`config.mk`:
```
export PLATFORM = sky130hd
export DESIGN_NAME = worst_fit_block_allocator_core
export DESIGN_NICKNAME = d
export VERILOG_FILES = /design/src/hw/rtl/wfba_pkg.sv /design/src/hw/rtl/wfba_table.sv /design/src/hw/rtl/wfba_scan.sv /design/src/hw/rtl/worst_fit_block_allocator_core.sv
export SDC_FILE = /design/constraint.sdc
export NUM_CORES = 1
export LEC_CHECK = 0
export CORE_MARGIN = 4
export CORE_UTILIZATION = 50
export CTS_CLUSTER_SIZE = 30
export DETAILED_ROUTE_END_ITERATION = 7
export DONT_BUFFER_PORTS = 1
export GPL_TIMING_DRIVEN = 0
export MAX_ROUTING_LAYER = met4
export PLACE_DENSITY = 0.7
export SLEW_MARGIN = 5
export SYNTH_ARGS = -nofsm -noshare
export SYNTH_HDL_FRONTEND = slang
export SYNTH_HIERARCHICAL = 1
export SYNTH_SLANG_ARGS = --single-unit
```
`constraint.sdc`:
```
create_clock -name clock -period 7.5 [get_ports clock]
set_input_delay 0.375 -clock clock [delete_from_list [all_inputs] [get_ports clock]]
set_output_delay 0.375 -clock clock [all_outputs]
set_load 0.02 [all_outputs]
```
`src/hw/rtl/wfba_pkg.sv`:
```
// ============================================================================
// wfba_pkg : worst-fit block allocator shared definitions
// Sizes, item structs, status codes and sequencer states used by the
// allocator core and its sub-units.
// ============================================================================
package wfba_pkg;

   // Table geometry
   localparam int BLOCKS    = 16;
   localparam int SIZE_BITS = 16;
   localparam int IDX_BITS  = (BLOCKS > 1) ? $clog2(BLOCKS) : 1;
   localparam int CNT_BITS  = $clog2(BLOCKS + 1);

   // Fixed field widths of the item ports
   localparam int CMD_W   = 1;
   localparam int INDEX_W = 4;
   localparam int SIZE_W  = 16;
   localparam int STAT_W  = 2;
   localparam int COUNT_W = 5;

   // Command codes
   localparam logic [CMD_W-1:0] CMD_LOAD  = 1'b0;
   localparam logic [CMD_W-1:0] CMD_ALLOC = 1'b1;

   // Result status codes
   typedef enum logic [STAT_W-1:0] {
      ST_LOADED    = 2'd0,
      ST_ALLOCATED = 2'd1,
      ST_NOFIT     = 2'd2
   } status_type;

   // Sequencer states
   typedef enum logic [1:0] {
      S_IDLE,
      S_SCAN,
      S_FINISH
   } state_type;

   // Input item
   typedef struct packed {
      logic [CMD_W-1:0]   command;
      logic [INDEX_W-1:0] block_index;
      logic [SIZE_W-1:0]  size;
   } req_type;

   // Result item
   typedef struct packed {
      status_type         status;
      logic [INDEX_W-1:0] chosen_block;
      logic [SIZE_W-1:0]  space_left;
   } rsp_type;

   // Sequencer to scan unit
   typedef struct packed {
      logic                clear;
      logic                eval;
      logic [IDX_BITS-1:0] eval_idx;
   } scan_ctrl_type;

   // Scan unit to sequencer
   typedef struct packed {
      logic                 found;
      logic [IDX_BITS-1:0]  best;
      logic [SIZE_BITS-1:0] best_left;
   } scan_res_type;

endpackage

```
`src/hw/rtl/wfba_table.sv`:
```
// ============================================================================
// wfba_table : free space table
// One write port and one read port with registered read data. Entries hold
// no reset value; the user must load each before it is read; not enforced.
// ============================================================================
module wfba_table (
   input  logic                             clock,
   input  logic                             wr_en,
   input  logic [wfba_pkg::IDX_BITS-1:0]    wr_addr,
   input  logic [wfba_pkg::SIZE_BITS-1:0]   wr_data,
   input  logic                             rd_en,
   input  logic [wfba_pkg::IDX_BITS-1:0]    rd_addr,
   output logic [wfba_pkg::SIZE_BITS-1:0]   rd_data
);
   import wfba_pkg::*;

   logic [SIZE_BITS-1:0] mem [BLOCKS];
   logic [SIZE_BITS-1:0] rd_data_ff;

   // Write port
   always_ff @(posedge clock) begin
      if (wr_en) begin
         mem[wr_addr] <= wr_data;
      end
   end

   // Registered read port
   always_ff @(posedge clock) begin
      if (rd_en) begin
         rd_data_ff <= mem[rd_addr];
      end
   end

   assign rd_data = rd_data_ff;

endmodule

```
`src/hw/rtl/wfba_scan.sv`:
```
// ============================================================================
// wfba_scan : shared fit evaluation unit
// One subtract and one compare, used once per table entry. Keeps the block
// leaving the most space; ties stay with the earlier (lower) index.
// ============================================================================
module wfba_scan (
   input  logic                            clock,
   input  logic                            reset,
   input  wfba_pkg::scan_ctrl_type         ctrl,
   input  logic [wfba_pkg::SIZE_BITS-1:0]  avail,
   input  logic [wfba_pkg::SIZE_BITS-1:0]  request,
   output wfba_pkg::scan_res_type          res
);
   import wfba_pkg::*;

   logic                 found_ff,     found_in;
   logic [IDX_BITS-1:0]  best_ff,      best_in;
   logic [SIZE_BITS-1:0] best_left_ff, best_left_in;
   logic [SIZE_BITS:0]   diff;
   logic                 fits;
   logic                 better;

   // Shared subtractor: borrow out means the entry is too small
   assign diff   = {1'b0, avail} - {1'b0, request};
   assign fits   = ~diff[SIZE_BITS];
   assign better = fits && (!found_ff || (diff[SIZE_BITS-1:0] > best_left_ff));

   // Best-so-far update
   always_comb begin
      found_in     = found_ff;
      best_in      = best_ff;
      best_left_in = best_left_ff;
      if (ctrl.clear) begin
         found_in = 1'b0;
      end else if (ctrl.eval && better) begin
         found_in     = 1'b1;
         best_in      = ctrl.eval_idx;
         best_left_in = diff[SIZE_BITS-1:0];
      end
   end

   always_ff @(posedge clock) begin
      if (reset) begin
         found_ff <= 1'b0;
      end else begin
         found_ff <= found_in;
      end
   end

   always_ff @(posedge clock) begin
      best_ff      <= best_in;
      best_left_ff <= best_left_in;
   end

   assign res.found     = found_ff;
   assign res.best      = best_ff;
   assign res.best_left = best_left_ff;

endmodule

```
`src/hw/rtl/worst_fit_block_allocator_core.sv`:
```
// ============================================================================
// worst_fit_block_allocator_core : worst-fit block allocator
// Free space table with load and allocate commands, searched one block per
// cycle by a shared compare/subtract unit under a small sequencer.
// ============================================================================
// A load never raises busy and its result strobes in the cycle after start.
// An allocate over N = min(block_count, 16) blocks holds busy through S_SCAN
// (one table read per cycle into the shared fit unit, then evaluation of the
// last read) and S_FINISH (update); its result strobes as busy falls. N = 0
// answers like a load. Each result is on rsp_item for one cycle only with
// rsp_strobe high and cannot be held off, so the receiver must take it then.
// The user must write block_count through csr_we/csr_wdata only while no
// item is in flight; the core itself does not enforce this.
module worst_fit_block_allocator_core (
   input  logic                              clock,
   input  logic                              reset,
   input  logic                              start,
   output logic                              busy,
   input  wfba_pkg::req_type                 req_item,
   output logic                              rsp_strobe,
   output wfba_pkg::rsp_type                 rsp_item,
   input  logic                              csr_we,
   input  logic [wfba_pkg::COUNT_W-1:0]      csr_wdata
);
   import wfba_pkg::*;

   state_type             state_ff, state_in;
   logic [COUNT_W-1:0]    block_count_ff;
   logic [CNT_BITS-1:0]   limit_ff, limit_in;
   logic [CNT_BITS-1:0]   cnt_ff, cnt_in;
   logic [SIZE_BITS-1:0]  request_ff, request_in;
   logic                  ev_valid_ff, ev_valid_in;
   logic [IDX_BITS-1:0]   ev_idx_ff, ev_idx_in;
   logic                  rsp_valid_ff, rsp_valid_in;
   rsp_type               rsp_ff, rsp_in;

   logic                  accept;
   logic [CNT_BITS-1:0]   limit_new;
   logic                  issue;
   logic                  wr_en;
   logic [IDX_BITS-1:0]   wr_addr;
   logic [SIZE_BITS-1:0]  wr_data;
   logic [SIZE_BITS-1:0]  rd_data;
   scan_ctrl_type         scan_ctrl;
   scan_res_type          scan_res;

   assign accept = start && !busy;
   assign busy   = (state_ff != S_IDLE);
   assign issue  = (state_ff == S_SCAN) && (cnt_ff < limit_ff);

   // Search length, clamped to the table size
   assign limit_new = (32'(block_count_ff) > BLOCKS) ? CNT_BITS'(BLOCKS)
                                                    : CNT_BITS'(block_count_ff);

   // Configuration register
   always_ff @(posedge clock) begin
      if (reset) begin
         block_count_ff <= '0;
      end else if (csr_we) begin
         block_count_ff <= csr_wdata;
      end
   end

   // Sequencer: next state, table writes and result
   always_comb begin
      state_in     = state_ff;
      limit_in     = limit_ff;
      cnt_in       = cnt_ff;
      request_in   = request_ff;
      ev_valid_in  = issue;
      ev_idx_in    = cnt_ff[IDX_BITS-1:0];
      rsp_valid_in = 1'b0;
      rsp_in       = rsp_ff;
      wr_en        = 1'b0;
      wr_addr      = req_item.block_index[IDX_BITS-1:0];
      wr_data      = req_item.size[SIZE_BITS-1:0];
      scan_ctrl.clear    = 1'b0;
      scan_ctrl.eval     = ev_valid_ff;
      scan_ctrl.eval_idx = ev_idx_ff;

      unique case (state_ff)
         S_IDLE: begin
            if (accept) begin
               if (req_item.command == CMD_LOAD) begin
                  // Out-of-range loads write nothing but still answer
                  wr_en = (32'(req_item.block_index) < BLOCKS);
                  rsp_valid_in        = 1'b1;
                  rsp_in.status       = ST_LOADED;
                  rsp_in.chosen_block = '0;
                  rsp_in.space_left   = '0;
               end else if (limit_new == '0) begin
                  rsp_valid_in        = 1'b1;
                  rsp_in.status       = ST_NOFIT;
                  rsp_in.chosen_block = '0;
                  rsp_in.space_left   = '0;
               end else begin
                  limit_in        = limit_new;
                  cnt_in          = '0;
                  request_in      = req_item.size[SIZE_BITS-1:0];
                  scan_ctrl.clear = 1'b1;
                  state_in        = S_SCAN;
               end
            end
         end
         S_SCAN: begin
            // Last read was issued the cycle before; it is evaluated now
            if (issue) begin
               cnt_in = cnt_ff + CNT_BITS'(1);
            end else begin
               state_in = S_FINISH;
            end
         end
         S_FINISH: begin
            rsp_valid_in = 1'b1;
            if (scan_res.found) begin
               wr_en               = 1'b1;
               wr_addr             = scan_res.best;
               wr_data             = scan_res.best_left;
               rsp_in.status       = ST_ALLOCATED;
               rsp_in.chosen_block = INDEX_W'(scan_res.best);
               rsp_in.space_left   = SIZE_W'(scan_res.best_left);
            end else begin
               rsp_in.status       = ST_NOFIT;
               rsp_in.chosen_block = '0;
               rsp_in.space_left   = '0;
            end
            state_in = S_IDLE;
         end
         default: begin
            state_in = S_IDLE;
         end
      endcase
   end

   // Control registers
   always_ff @(posedge clock) begin
      if (reset) begin
         state_ff     <= S_IDLE;
         ev_valid_ff  <= 1'b0;
         rsp_valid_ff <= 1'b0;
         cnt_ff       <= '0;
         limit_ff     <= '0;
      end else begin
         state_ff     <= state_in;
         ev_valid_ff  <= ev_valid_in;
         rsp_valid_ff <= rsp_valid_in;
         cnt_ff       <= cnt_in;
         limit_ff     <= limit_in;
      end
   end

   // Payload registers
   always_ff @(posedge clock) begin
      request_ff <= request_in;
      ev_idx_ff  <= ev_idx_in;
      rsp_ff     <= rsp_in;
   end

   wfba_table u_table (
      .clock   (clock),
      .wr_en   (wr_en),
      .wr_addr (wr_addr),
      .wr_data (wr_data),
      .rd_en   (issue),
      .rd_addr (cnt_ff[IDX_BITS-1:0]),
      .rd_data (rd_data)
   );

   wfba_scan u_scan (
      .clock   (clock),
      .reset   (reset),
      .ctrl    (scan_ctrl),
      .avail   (rd_data),
      .request (request_ff),
      .res     (scan_res)
   );

   assign rsp_strobe = rsp_valid_ff;
   assign rsp_item   = rsp_ff;

   // Results only leave once the sequencer is back at rest
   a_rsp_idle: assert property (@(posedge clock) disable iff (reset)
      rsp_strobe |-> (state_ff == S_IDLE))
      else $error("result strobed while sequencer busy");

   // A load answers in the very next cycle
   a_load_rsp: assert property (@(posedge clock) disable iff (reset)
      (accept && (req_item.command == CMD_LOAD)) |=>
         (rsp_strobe && (rsp_item.status == ST_LOADED)))
      else $error("load item not answered next cycle");

   // The update cycle always produces a result
   a_finish_rsp: assert property (@(posedge clock) disable iff (reset)
      (state_ff == S_FINISH) |=> rsp_strobe)
      else $error("allocate finished without a result");

   // Scan counter never passes the search length
   a_cnt_bound: assert property (@(posedge clock) disable iff (reset)
      (state_ff == S_SCAN) |-> (cnt_ff <= limit_ff))
      else $error("scan counter beyond search length");

endmodule

```
==> out/results.ini, run 1 <==
[run_status]
outcome = finished, final reports clean

[power_and_ir_drop]
vdd.ir_drop.worst_uv = 136
p_leak_uw = 0.00560
finalPower_uw = 4140
cellPowerDensity_nw_per_um2 = 247

[worst_hold_path]
hold_path_class = primary input to register

[sta]
maxSlewViolCount = 0
achievable-frequency_ghz = 0.201
final.min_clock_period_ns = 4.98
timing.slew.headroom_pct = 42.5
report.final.setup_viol = 0
rsz0062_at_grt = no
worst_margin_slew_ns = 0.861
fin_worst_skew_ns = 0.0152
layout_worst_path_cycle_share_pct = 66.4
timing.final.hold_violations = 0
fin_setup_tns_ns = 0

[drt]
post_drt_wl_per_cell_um = 22.3
residual_antenna_violating_net_count_after_detailed_routing = 0
postRouteWirelength_mm = 29.2
number_of_vias_per_cell_after_detailed_routing = 5.79
drt_first_pass_iters = 4
detailroute.via_count = 7575
drc_errors = 0
count_of_routing_violations_after_the_opening_detailed_route_iteration = 504

[logic_synthesis]
synth-seq-cells = 354
synth.largest_area_cell = edfxtp_1
syn_avg_cell_area_um2 = 17.7
synth_area_um2 = 14600
synth_top_cells_by_area = edfxtp_1, mux4_2, dfxtp_1
synth_edf_count = 330
post_synth_inst_count = 825
yosys.cell_types.count = 62
synthMostInstantiatedCell = edfxtp_1
postSynth.asyncResetShare_pct = 0
dominantRegCellSynth = edfxtp_1
most_instantiated_cells_after_synthesis = edfxtp_1, mux4_2, inv_1, nor2_1, ha_1
syn_nets = 893
synth-seq-area-share_pct = 71.1
synth_top_area_share_pct = 67.8
ys_warns = 6

[global_routing]
grt_pass1_wl_mm = 45.1
number_of_global_route_vias_before_repair = 7679
antenna_found_initial = 0
global_route.overflow_total = 0
grt_start_max_net_pins = 21
groute.usage.overall_pct = 19.4

[critical_path]
crit_path_max_fanout = 11
critical_path_class = register to register
rrSetupSlack_ns = 2.52
critPathLaunch = u_table/rd_data[0]
rr_worst_depth = 16
critical-path-max-stage-delay_ns = 0.83
critical_path.slowest_cell = a2111oi_4
critPathRequiredTime_ns = 7.72
cells_along_the_critical_path = inv_1, ha_1, inv_1, fa_1, a211oi_1, o21bai_1, a21oi_2, o21ai_1, a21oi_1, xnor2_1, ha_1, nand4_1, nor4_1, a221oi_1, a2111oi_4, buf_8
critPathBufInv = 3
critPathCapture = u_scan/best_left_ff[9]
path_depth = 16
crit_arrival_ns = 5.20
r2r-end = u_scan/best_left_ff[9]
critPathCaptureType = register
gate_family_responsible_for_the_most_delay_along_the_worst_path = compound AO/OA/AOI/OAI gates
critical_path.reg2reg.startpoint = u_table/rd_data[0]
crit_path_start_kind = register

[clock_network]
worstSkewPairLatency_ns = 0.52
cts_max_path_buffers = 3
clk_pin_slew_worst_paths_ns = 0.06
clock_sinks = 354
cts_post_setup_buffers_inserted = 0
cts-root-buf = clkbuf_16
cts-htree-levels = 2
cts_hold_buffers = 17
inserted_clock_buffers = 36
post_cts_resized = 0
tritoncts = built

[floorplanning]
core-area_um2 = 28800
dieWidth_um = 179
floorplan.initialDensity_pct = 50.8
die-height_um = 179
placementRows = 62
io-pin-count = 54
overall_die_area_um2 = 32000

[placed_design]
dpl.hpwl_mm = 20.0
routabilityCongestion = 0.877
placement.io_buffers = 0

[final_layout]
antenna_cell_count = 0
final_layout_size_suffix_gt1_share_pct = 20.3
final_layout_net_count = 968
layout-area-overhead-vs-synth_pct = 14.8
total_of_fill_cells_in_the_finished_design = 2109

[job]
max-cap-violations = 0

[routing by layer]
metal / wire, um / GRT usage (%)
met1: 12500 / 26.4
met2: 14200 / 30.4
met3: 1770 / 3.58
met4: 692 / 5.28
met5: 0 / -
[cell type report]
cell class | count | area, um2 | share of cell area [%]
clock buffer | 47 | 963 | 5.74
tap | 384 | 480 | 2.86
clock inverter | 16 | 206 | 1.23
inverter | 48 | 180 | 1.07
sequential | 354 | 10400 | 61.9
multi-input combinational | 393 | 3940 | 23.5
buffer | 30 | 171 | 1.02
timing repair buffer | 37 | 444 | 2.65
[sequential cells by signal (all words and copies together), names as in the netlist, 2 cells and up]
name	count
u_table/mem	256
rsp_item	22
request_ff	16
u_scan/best_left_ff	16
u_table/rd_data	16
block_count_ff	5
cnt_ff	5
limit_ff	5
ev_idx_ff	4
u_scan/best_ff	4
state_ff	2
[cell families after synthesis]
group	after synthesis	synth area share, %
flops	354	71.1
fa+ha+maj	38	3.30
compound gates	112	5.40
mux	91	12.1
simple gates	140	4.93
xor+xnor	12	0.719
buf+inv	78	2.41
[report_power, final]
| part | switching, uW | internal [uW] | leakage [uW] |
|---|---|---|---|
| combinational | 92.5 | 53.1 | 0.00184 |
| clock | 707 | 1080 | 0.000571 |
| sequential | 20.4 | 2190 | 0.00319 |
[how the worst min path moves through the flow]
stage / startpoint / endpoint / slack, ns / cells past startpoint
finish: csr_wdata[2] / block_count_ff[2] / 0.02 / 2
global route: csr_wdata[3] / block_count_ff[3] / 0.02 / 2
CTS: reset / cnt_ff[1] / 0.0002 / 2
detailed placement: ev_idx_ff[1] / u_scan/best_ff[1] / 0.39 / 0
global placement: ev_idx_ff[0] / u_scan/best_ff[0] / 0.39 / 0
floorplan: ev_idx_ff[0] / u_scan/best_ff[0] / 0.39 / 0
[layout by cell type (no fill, tap or decap), types with 14 or more instances in the layout]
cell           instances
a21oi_1               31
a22oi_1               32
and2_1                22
clkbuf_1              22
clkbuf_16             37
dfxtp_1               24
dlygate4sd3_1         18
edfxtp_1             330
ha_1                  37
inv_1                 47
mux2_2                21
mux4_2                54
nand2_1               34
nor2_1                24
nor2_2                14
[stage by stage]
step	util [%]	hold WS, ns	area, um2	worst slack, ns	instances
2_1_floorplan	-	0.386	14600	2.83	825
3_3_place_gp	52.5	0.388	15100	1.62	1209
3_5_place_dp	53.6	0.392	15400	2.54	1228
4_1_cts	58.3	0.000236	16800	2.50	1308
5_1_grt	58.3	0.0233	16800	2.20	1309
6_report	58.3	0.0191	16800	2.52	1309
[worst reg2reg max path: stages, from the launching register on]
cell and delay (ns):
edfxtp_1 0.35, inv_1 0.06, ha_1 0.16, inv_1 0.05
fa_1 0.42, a211oi_1 0.47, o21bai_1 0.16, a21oi_2 0.23
o21ai_1 0.11, a21oi_1 0.19, xnor2_1 0.12, ha_1 0.31
nand4_1 0.18, nor4_1 0.59, a221oi_1 0.22, a2111oi_4 0.83
buf_8 0.24
Note: power is estimated with default switching activity, not from simulation.
==> run 2: changes to the inputs <==
--- a/config.mk
+++ b/config.mk
@@ -5,6 +5,7 @@
 export SDC_FILE = /design/constraint.sdc
 export NUM_CORES = 1
 export LEC_CHECK = 0
+export ABC_AREA = 1
 export CORE_MARGIN = 4
 export CORE_UTILIZATION = 50
 export CTS_CLUSTER_SIZE = 30
==> constraint.sdc (replaced) <==
create_clock -name clock -period 4.9 [get_ports clock]
set_input_delay 0.245 -clock clock [delete_from_list [all_inputs] [get_ports clock]]
set_output_delay 0.245 -clock clock [all_outputs]
set_load 0.02 [all_outputs]
==> out/results.ini, run 2 <==
[power_and_ir_drop]
vdd.ir_drop.worst_uv = 236
p_clk_share_pct = 42.3
comb_power_share_pct = 9.9
pwr-share-seq_pct = 47.8
p_leak_uw = 0.00796
cellPowerDensity_nw_per_um2 = 386
internal-power_uw = 5440
p_sw_share_pct = 23.8
total_switching_power_uw = 1700

[global_routing]
grt_pass1_wl_mm = 62.4
number_of_global_route_vias_before_repair = 11000
antenna_found_initial = 1
grt_start_max_net_pins = 23
groute.usage.overall_pct = 23.8
global_route.overflow_total = 0

[job]
max-cap-violations = 0

[final_layout]
total_of_fill_cells_in_the_finished_design = 2497
final_layout_size_suffix_gt1_share_pct = 10.2
largest_register = u_table/mem
final_layout_net_count = 1727
layout-area-overhead-vs-synth_pct = 15.8
antenna_cell_count = 0
largest_reg_flops = 256
final_cell_mix = nand2_1, edfxtp_1, inv_1
layout.cells.most_common = nand2_1

[logic_synthesis]
post_synth_inst_count = 1566
synth_top_cells_by_area = edfxtp_1, nand2_1, nand3_1
synth_top_area_share_pct = 62.1
synth.largest_area_cell = edfxtp_1
most_instantiated_cells_after_synthesis = nand2_1, edfxtp_1, inv_1, nand3_1, nor2_1
synth_edf_count = 330
syn_avg_cell_area_um2 = 10.2
synth-seq-area-share_pct = 65.1
synth-seq-cells = 354
dominantRegCellSynth = edfxtp_1
synth_area_um2 = 16000
postSynth.asyncResetShare_pct = 0
syn_nets = 1634
ys_warns = 6
synthMostInstantiatedCell = nand2_1
yosys.cell_types.count = 39

[critical_path]
rrSetupSlack_ns = 1.07
crit_arrival_ns = 4.05
crit_path_max_fanout = 16
critical_path.slowest_cell = fa_1
worst_path_most_repeated_cell = nand2_1
crit_path_start_kind = register
critical_path_class = register to register
critPathRequiredTime_ns = 5.12
critical-path-max-stage-delay_ns = 0.40
critPathCaptureType = register

[drt]
number_of_vias_per_cell_after_detailed_routing = 5.42
postRouteWirelength_mm = 41.2
detailroute.via_count = 11300
residual_antenna_violating_net_count_after_detailed_routing = 0
post_drt_wl_per_cell_um = 19.7
drt_first_pass_iters = 6
drc_errors = 0
count_of_routing_violations_after_the_opening_detailed_route_iteration = 1327

[clock_network]
inserted_clock_buffers = 39
clock_sinks = 354
clk_pin_slew_worst_paths_ns = 0.06
cts_max_path_buffers = 3
post_cts_resized = 0
worstSkewPairLatency_ns = 0.53
cts-root-buf = clkbuf_16
tritoncts = built
cts-htree-levels = 2

[floorplanning]
core-area_um2 = 31600
dieWidth_um = 187
overall_die_area_um2 = 34900
die-height_um = 187
floorplan.initialDensity_pct = 50.6
io-pin-count = 54
placementRows = 65

[placed_design]
dpl.hpwl_mm = 28.0
routabilityCongestion = 0.929
placement.io_buffers = 0
pre_cts_ws_ns = 1.17

[sta]
timing.slew.headroom_pct = 30.5
layout_worst_path_cycle_share_pct = 78.1
rsz0062_at_grt = no
maxSlewViolCount = 0
final.min_clock_period_ns = 3.83
worst_margin_slew_ns = 1.04
timing.final.hold_violations = 0
fin_ws_ns = 1.07
fin_setup_tns_ns = 0
report.final.setup_viol = 0
fin_worst_skew_ns = 0.0192
achievable-frequency_ghz = 0.261

[run_status]
outcome = finished, final reports clean

[worst_hold_path]
hold_path_class = primary input to register

==> run 2: changes by cell type after synthesis, moves of 22 or more <==
cell,change
a22oi_1,-32
and2_1,-22
inv_1,+234
mux4_2,-54
nand2_1,+403
nand3_1,+207
nor2_1,+30
==> run 2: worst max-delay path: cells and delay by family, from the launching register on <==
kind                       cells  cell delay (ns)
xor gates and xnor gates       1             0.17
adders and majority gates      3             0.82
buffers and inverters          4             0.41
DFF                            1             0.38
and+or+nand+nor               17             1.72
==> run 2: kinds of logic (layout without fill, tap and decap cells) <==
| family | count (synthesis) | after routing | synth area share [%] |
|---|---|---|---|
| xor gates and xnor gates | 14 | 14 | 0.768 |
| buffers and inverters | 345 | 469 | 8.89 |
| DFF | 354 | 354 | 65.1 |
| adders and majority gates | 38 | 38 | 3.03 |
| and+or+nand+nor | 737 | 737 | 19.6 |
| AOI/OAI and AO/OA | 78 | 78 | 2.66 |
==> run 2: layout make-up <==
cell class,count,area (um2),share of cell area (%)
Inverter,286,1080,5.83
Buffer,59,340,1.84
Multi-Input combinational cell,867,4240,23.0
Clock buffer,49,1050,5.70
Sequential cell,354,10400,56.2
Tap cell,402,503,2.72
Timing Repair Buffer,52,597,3.23
Clock inverter,23,283,1.53
==> run 2: what timing repair did <==
action | 4_1_cts | 5_1_grt
endpoints found under the setup margin | 0 | 0
hold buffers | 30 | 0
hold endpoints to repair | 28 | 0
buffers inserted | 0 | 0
==> run 2: path summary, 6_finish.rpt <==
kind	startpoint	end	cells after the start
max	u_table/rd_data[0]	u_scan/best_left_ff[9]	25
min	start	rsp_strobe	4
max reg2reg	u_table/rd_data[0]	u_scan/best_left_ff[9]	25
min reg2reg	ev_idx_ff[0]	u_scan/best_ff[0]	0
==> run 2: per-stage QoR <==
stage	hold WS, ns	util (%)	cell area (um2)	std cells	total power [uW]
6_report	0.0467	58.6	18500	2092	7140
3_5_place_dp	0.335	53.4	16800	1990	4140
2_1_floorplan	0.323	-	16000	1566	3900
3_3_place_gp	0.327	52.2	16500	1968	4110
4_1_cts	0.0255	58.6	18500	2092	7150
5_1_grt	0.0703	58.6	18500	2092	7370
==> run 2: per-layer routing <==
layer	up-vias	GRT usage [%]	part of all wire, %
met5	-	-	0
met2	579	38.1	47
li1	5287	-	-
met4	0	8.19	3.7
met3	112	3.87	9.3
met1	5353	31.4	40
==> run 2: power groups by stage <==
stage / combinational (uW) / sequential (uW) / clock [uW]
5_1_grt: 767 / 3420 / 3180
4_1_cts: 694 / 3420 / 3040
6_report: 706 / 3410 / 3020
2_1_floorplan: 430 / 3470 / 0
3_5_place_dp: 666 / 3480 / 0
3_3_place_gp: 628 / 3480 / 0
